--- config.mk ---
export PLATFORM = sky130hd
export DESIGN_NAME = fsme_ctrl
export DESIGN_NICKNAME = d
export VERILOG_FILES = /design/src/sv/full_search_block_motion_estimator_top_assert.svh /design/src/sv/fsme_pkg.sv /design/src/sv/fsme_ctrl.sv
export SDC_FILE = /design/constraint.sdc
export NUM_CORES = 1
export LEC_CHECK = 0
export BUFFER_PORTS_ARGS = -buffer_cell sky130_fd_sc_hd__clkbuf_2
export CORE_AREA = 2 2 39 41
export CTS_CLUSTER_SIZE = 30
export DETAILED_ROUTE_END_ITERATION = 16
export DIE_AREA = 0 0 41 43
export PLACE_DENSITY = 0.46
export SLEW_MARGIN = 25
export SYNTH_ARGS = -nofsm -noshare
export SYNTH_HDL_FRONTEND = slang
export SYNTH_SLANG_ARGS = --single-unit
--- constraint.sdc ---
create_clock -name clock -period 1.45 [get_ports clock]
set_input_delay 0.0725 -clock clock [delete_from_list [all_inputs] [get_ports clock]]
set_output_delay 0.0725 -clock clock [all_outputs]
set_load 0.01 [all_outputs]
--- src/sv/full_search_block_motion_estimator_top_assert.svh ---
// Assertion macros for the motion estimator top level.
`ifndef FULL_SEARCH_BLOCK_MOTION_ESTIMATOR_TOP_ASSERT_SVH
`define FULL_SEARCH_BLOCK_MOTION_ESTIMATOR_TOP_ASSERT_SVH

// Implication checked on every rising clock edge outside reset.
`define FSME_ASSERT_IMP(label, clk, rst, ante, cons) \
   label: assert property (@(posedge clk) disable iff (rst) (ante) |-> (cons)) \
      else $error("assertion failed");

// Next-cycle implication checked outside reset.
`define FSME_ASSERT_NEXT(label, clk, rst, ante, cons) \
   label: assert property (@(posedge clk) disable iff (rst) (ante) |=> (cons)) \
      else $error("assertion failed");

`endif

--- src/sv/fsme_pkg.sv ---
// Shared types and constants for the motion estimator.
package fsme_pkg;
   localparam logic [1:0] CMD_LOAD_CUR = 2'd0;
   localparam logic [1:0] CMD_LOAD_REF = 2'd1;
   localparam logic [1:0] CMD_SEARCH   = 2'd2;
   localparam logic [1:0] CMD_UNUSED   = 2'd3;

   localparam logic [1:0] REG_ROWS  = 2'd0;
   localparam logic [1:0] REG_COLS  = 2'd1;
   localparam logic [1:0] REG_BLOCK = 2'd2;
   localparam logic [1:0] REG_RANGE = 2'd3;

   localparam logic [21:0] SAD_MAX = 22'h3FFFFF;

   // controller to datapath commands
   typedef struct packed {
      logic start;    // latch origin, clear best, first offset
      logic new_off;  // clear sum, start next offset at pixel (0,0)
      logic px;       // issue one pixel read
      logic fin;      // compare sum of finished offset, step to next offset
   } dp_cmd_type;

   // datapath to controller status
   typedef struct packed {
      logic last_px;  // issued pixel is last in block
      logic last_off; // current offset is last
      logic drained;  // no reads in flight
   } dp_sts_type;
endpackage

--- src/sv/fsme_ctrl.sv ---
// Search sequencer: walks offsets and block pixels, issues commands to datapath.
module fsme_ctrl (
   input  logic                  clock,
   input  logic                  reset,
   input  logic                  go,
   input  logic                  rsp_full,
   input  fsme_pkg::dp_sts_type  sts,
   output fsme_pkg::dp_cmd_type  cmd,
   output logic                  busy,
   output logic                  done
);
   localparam logic [1:0] ST_IDLE  = 2'd0;
   localparam logic [1:0] ST_PIX   = 2'd1;
   localparam logic [1:0] ST_DRAIN = 2'd2;
   localparam logic [1:0] ST_FIN   = 2'd3;

   logic [1:0] state_ff, state_in;

   always_comb begin
      state_in = state_ff;
      cmd = '0;
      done = 1'b0;
      unique case (state_ff)
         ST_IDLE: begin
            if (go) begin
               cmd.start = 1'b1;
               state_in = ST_PIX;
            end
         end
         ST_PIX: begin
            cmd.px = 1'b1;
            if (sts.last_px) state_in = ST_DRAIN;
         end
         ST_DRAIN: begin
            // final compare waits until the previous result word is taken
            if (sts.drained && !(sts.last_off && rsp_full)) state_in = ST_FIN;
         end
         ST_FIN: begin
            cmd.fin = 1'b1;
            if (sts.last_off) begin
               done = 1'b1;
               state_in = ST_IDLE;
            end else begin
               cmd.new_off = 1'b1;
               state_in = ST_PIX;
            end
         end
         default: state_in = ST_IDLE;
      endcase
   end

   always_ff @(posedge clock) begin
      if (reset) state_ff <= ST_IDLE;
      else state_ff <= state_in;
   end

   assign busy = (state_ff != ST_IDLE);
endmodule

Word level (Yosys, flattened, before mapping)
Index checks and enable logic that the tools add are counted.
{ "totals": {"ff_bits": 2, "inputBits": 7, "wordCells": 26} }
{ "classes": {"eq_ne": 6, "mux": 13, "reduce_logical": 6} }
{ "ops": {"columns": ["operator", "count"], "rows": [
  ["$mux W1", 9],
  ["$pmux W2 S4", 1],
  ["$mux W2", 3],
  ["$ne A2 B2 Y1 const B", 3],
  ["$eq A2 B2 Y1 const B", 2],
  ["$reduce_and A3 Y1", 1],
  ["$eq A2 B1 Y1 const B", 1],
  ["$logic_and A1 B1 Y1", 2],
  ["$logic_not A2 Y1", 1],
  ["$reduce_bool A2 Y1", 1],
  ["$logic_not A1 Y1", 1]
]} }

Longest topological paths before layout
{ "logic_depth": {"depth_word": 5, "ltp_mapped": 6, "mapped_depth_nobuf": 6} }

Worst setup path before layout
Ideal clock, no wire load.
{ "synth_timing": {"path_type": "register -> register", "from": "register state_ff[0]", "to": "register state_ff[0]", "setup_time_ns": 0.070, "arrival_ns": 1.201, "required_ns": 1.380, "setup_slack_ns": 0.179, "stages_incl_launch_ff": 7, "synth_period_minus_slack_ns": 1.271, "path_cell_list": "dfxtp_1 inv_1 ha_1 inv_1 o221ai_2 or2_0 a21oi_1"} }
{ "synth_between": {"elab_chain_cells": 3, "elab_cells_between_ends": 9, "classes_between": "6 x eq/ne; 1 x mux; 2 x reduce/logical"} }
{ "synth_rtl": {"columns": ["item", "line", "rtl"], "rows": [
  ["from (decl)", "fsme_ctrl.sv:17", "logic [1:0] state_ff, state_in;"],
  ["from (signal assigned)", "fsme_ctrl.sv:54", "else state_ff <= state_in;"],
  ["$eq A2 B2 Y1, or another cell as far along", "fsme_ctrl.sv:23", "unique case (state_ff)"],
  ["$ne A2 B2 Y1 (no source line)", null, null],
  ["$reduce_and A3 Y1 (no source line)", null, null]
]} }
Several ways; a longest one is shown, not always the timed one.
A chain may end at the register's enable or synchronous reset.

Worst setup path after layout
Ends and elaborated chain as after synthesis.

==> impl_metrics.py <==
metrics = {
    "cells_and_area": {
        "area.growth.synth_to_final_pct": 49.1,
        "drive_gt1_frac": 0.500,
        "top_regs": "state_ff (2)",
        "fin_cells": 54,
        "final_common_cell": "clkbuf_2",
        "nNetsFinal": 52,
        "largest_reg_flops": 2,
        "final_cell_mix": "clkbuf_2, ha_1, inv_1",
        "top_register": "state_ff",
        "insertedDiodeCount": 0,
    },
    "worst_setup_path": {
        "arrival_ps": 1470,
        "path_cells": "inv_1, ha_1, inv_1, o221ai_2, or2_0, a21oi_1",
        "cp_slowest_cell": "dfxtp_1",
        "cp-end-kind": "flip-flop",
        "timing.rr.end": "state_ff[0]$_SDFFE_PP0P_",
        "path_common_cell": "inv_1",
        "regToRegSetupSlack_ps": 140,
        "crit_type": "flip-flop to flip-flop",
        "cp.required_ps": 1610,
        "r2r-start": "state_ff[0]$_SDFFE_PP0P_",
        "r2r_cells": 6,
        "critPathCapture": "state_ff[0]$_SDFFE_PP0P_",
        "startpoint_type": "flip-flop",
        "crit_fanout": 4,
        "crit_start": "state_ff[0]$_SDFFE_PP0P_",
        "cpPeakStageDelay_ps": 370,
    },
    "synthesis": {
        "yosysWarnings": 0,
        "syn_area_um2": 209,
        "yosysSeqAreaShare": 0.192,
        "synth_flop_cell": "dfxtp_1",
        "synthArstFlopShare": 0,
        "yosysTopAreaCellShare": 0.299,
        "syn-instance-count": 23,
        "synth.area.top_cells": "ha_1, dfxtp_1, inv_1",
        "ys_ff_latch": 2,
        "syn_area_per_cell_um2": 9.08,
        "syn_nets": 35,
        "synth-edff-count": 0,
        "yosysTopAreaCell": "ha_1",
        "synth_cell_types": 14,
    },
    "drt": {
        "post-route-drc-count": 0,
        "via_count": 201,
        "vias_per_cell": 3.72,
        "wl_per_cell_um": 7.52,
        "routed_wl_um": 406,
        "drtIter0Drc": 0,
        "ant_nets": 0,
        "dr.pass1.iters": 1,
    },
    "power": {
        "p_leak_nw": 0.163,
        "total_power_w": 0.000528,
        "power_frac_comb": 0.569,
        "max-vdd-ir-drop_mv": 0.437,
        "p_switching_w": 0.000216,
        "internal_power_w": 0.000312,
        "pwr-share-seq": 0.203,
        "powerDensity_mw_per_mm2": 1690,
        "pwr-share-clk": 0.228,
        "swShare": 0.408,
    },
    "die": {
        "num_rows": 14,
        "boundaryPins": 13,
        "start_util": 0.151,
        "dieArea_mm2": 0.00176,
        "coreArea_mm2": 0.00138,
        "die-width_um": 41,
        "dieHeight_um": 43,
    },
    "timing": {
        "min_period_ps": 1310,
        "setup_viol": 0,
        "maxSlewViolCount": 0,
        "fin_ws_ps": 136,
        "min_period_over_period": 0.906,
        "worst_pin_slew_ps": 211,
        "skew_ps": 4.25,
        "setup_tns_ps": 0,
        "fmax_ghz": 0.761,
        "relSlewSlack": 0.859,
        "hold_violations": 0,
        "rsz0062_at_grt": "false",
    },
    "cts": {
        "postCtsSetupRepairBufs": 0,
        "cts_tree": "built",
        "cts.path.max_buffers": 2,
        "clkTransAtPathRegs_ps": 30,
        "cts_made_buffers": 3,
        "insertion_delay_ps": 220,
        "cts_hold_buf": 0,
        "cts-resized-gates": 0,
        "cts_sinks": 2,
        "cts.root.buffer_cell": "clkbuf_4",
        "cts_htree_levels": 1,
    },
    "place": {
        "dp_hpwl_um": 367,
        "post-place-ws_ps": 120,
        "port_buffers": 12,
        "place.gp.congestion": 0.607,
        "place_inst": 51,
    },
    "run": {
        "cap_violations": 0,
    },
    "hold_path": {
        "hold-path-cell-count": 2,
        "hp-class": "input port to flip-flop",
    },
    "grt": {
        "groute.usage.overall": 0.0651,
        "grt_max_degree": 6,
        "antenna_found_initial": 0,
        "grt_pass1_wl_um": 676,
        "overflow": 0,
        "grt_pass1_vias": 193,
    },
    "outcome": {
        "status": "completed",
    },
}
[per-stage QoR]
stage | utilization | instance area [µm²] | hold WS (ps)
finish | 0.225 | 312 | 25.3
global route | 0.225 | 312 | 21.1
CTS | 0.225 | 312 | 17.6
detailed placement | 0.209 | 289 | 259
global placement | 0.209 | 289 | 252
floorplan | - | 209 | 142
[cells by family after synthesis]
logic type	synth area share
compound gates	0.198
simple gates	0.192
flops	0.192
fa+ha+maj	0.299
buf+inv	0.0718
mux	0.0479
[worst min path at each step]
stage	from	endpoint	slack, ps
2_1_floorplan	reset	state_ff[0]$_SDFFE_PP0P_	140
3_3_place_gp	reset	state_ff[0]$_SDFFE_PP0P_	250
4_1_cts	reset	state_ff[0]$_SDFFE_PP0P_	20
6_report	reset	state_ff[0]$_SDFFE_PP0P_	30
5_1_grt	reset	state_ff[0]$_SDFFE_PP0P_	20
3_5_place_dp	reset	state_ff[0]$_SDFFE_PP0P_	260
[metal layers]
layer,up-vias,track usage,wire (µm)
met5,-,0,0
met4,0,0.0600,0
met3,0,0.0628,60
met2,10,0.0844,189
met1,83,0.0541,155
li1,108,-,-
[worst max-delay path: cells and delay by family (launching register included)]
family	cells	cell delay, ps
flops	1	370
compound gates	2	240
simple gates	1	240
fa+ha+maj	1	210
buf+inv	2	190
[final cells by class]
| type | count | area (µm²) |
|---|---|---|
| repair buffers | 12 | 60.1 |
| well taps | 16 | 20.0 |
| clock buffers | 3 | 22.5 |
| flip-flops and latches | 2 | 40.0 |
| inverters | 4 | 15.0 |
| fillers | 166 | 1070 |
| multi-input cells | 17 | 154 |
[power groups by stage]
stage / Clock, W / Combinational [W] / Sequential [W]
final: 0.000121 / 0.000300 / 0.000107
after global routing: 0.000141 / 0.000347 / 0.000114
after CTS: 0.000129 / 0.000309 / 0.000108
after detailed placement: 0 / 0.000308 / 0.000109
after global placement: 0 / 0.000306 / 0.000107
after floorplan: 0 / 0.000219 / 0.000103
[synthesized netlist by cell type (all sizes together), types with 2 or more instances]
cell,count
ha,5
inv,4
a21oi,2
and2,2
dfxtp,2
(Power assumes the default switching activity.)
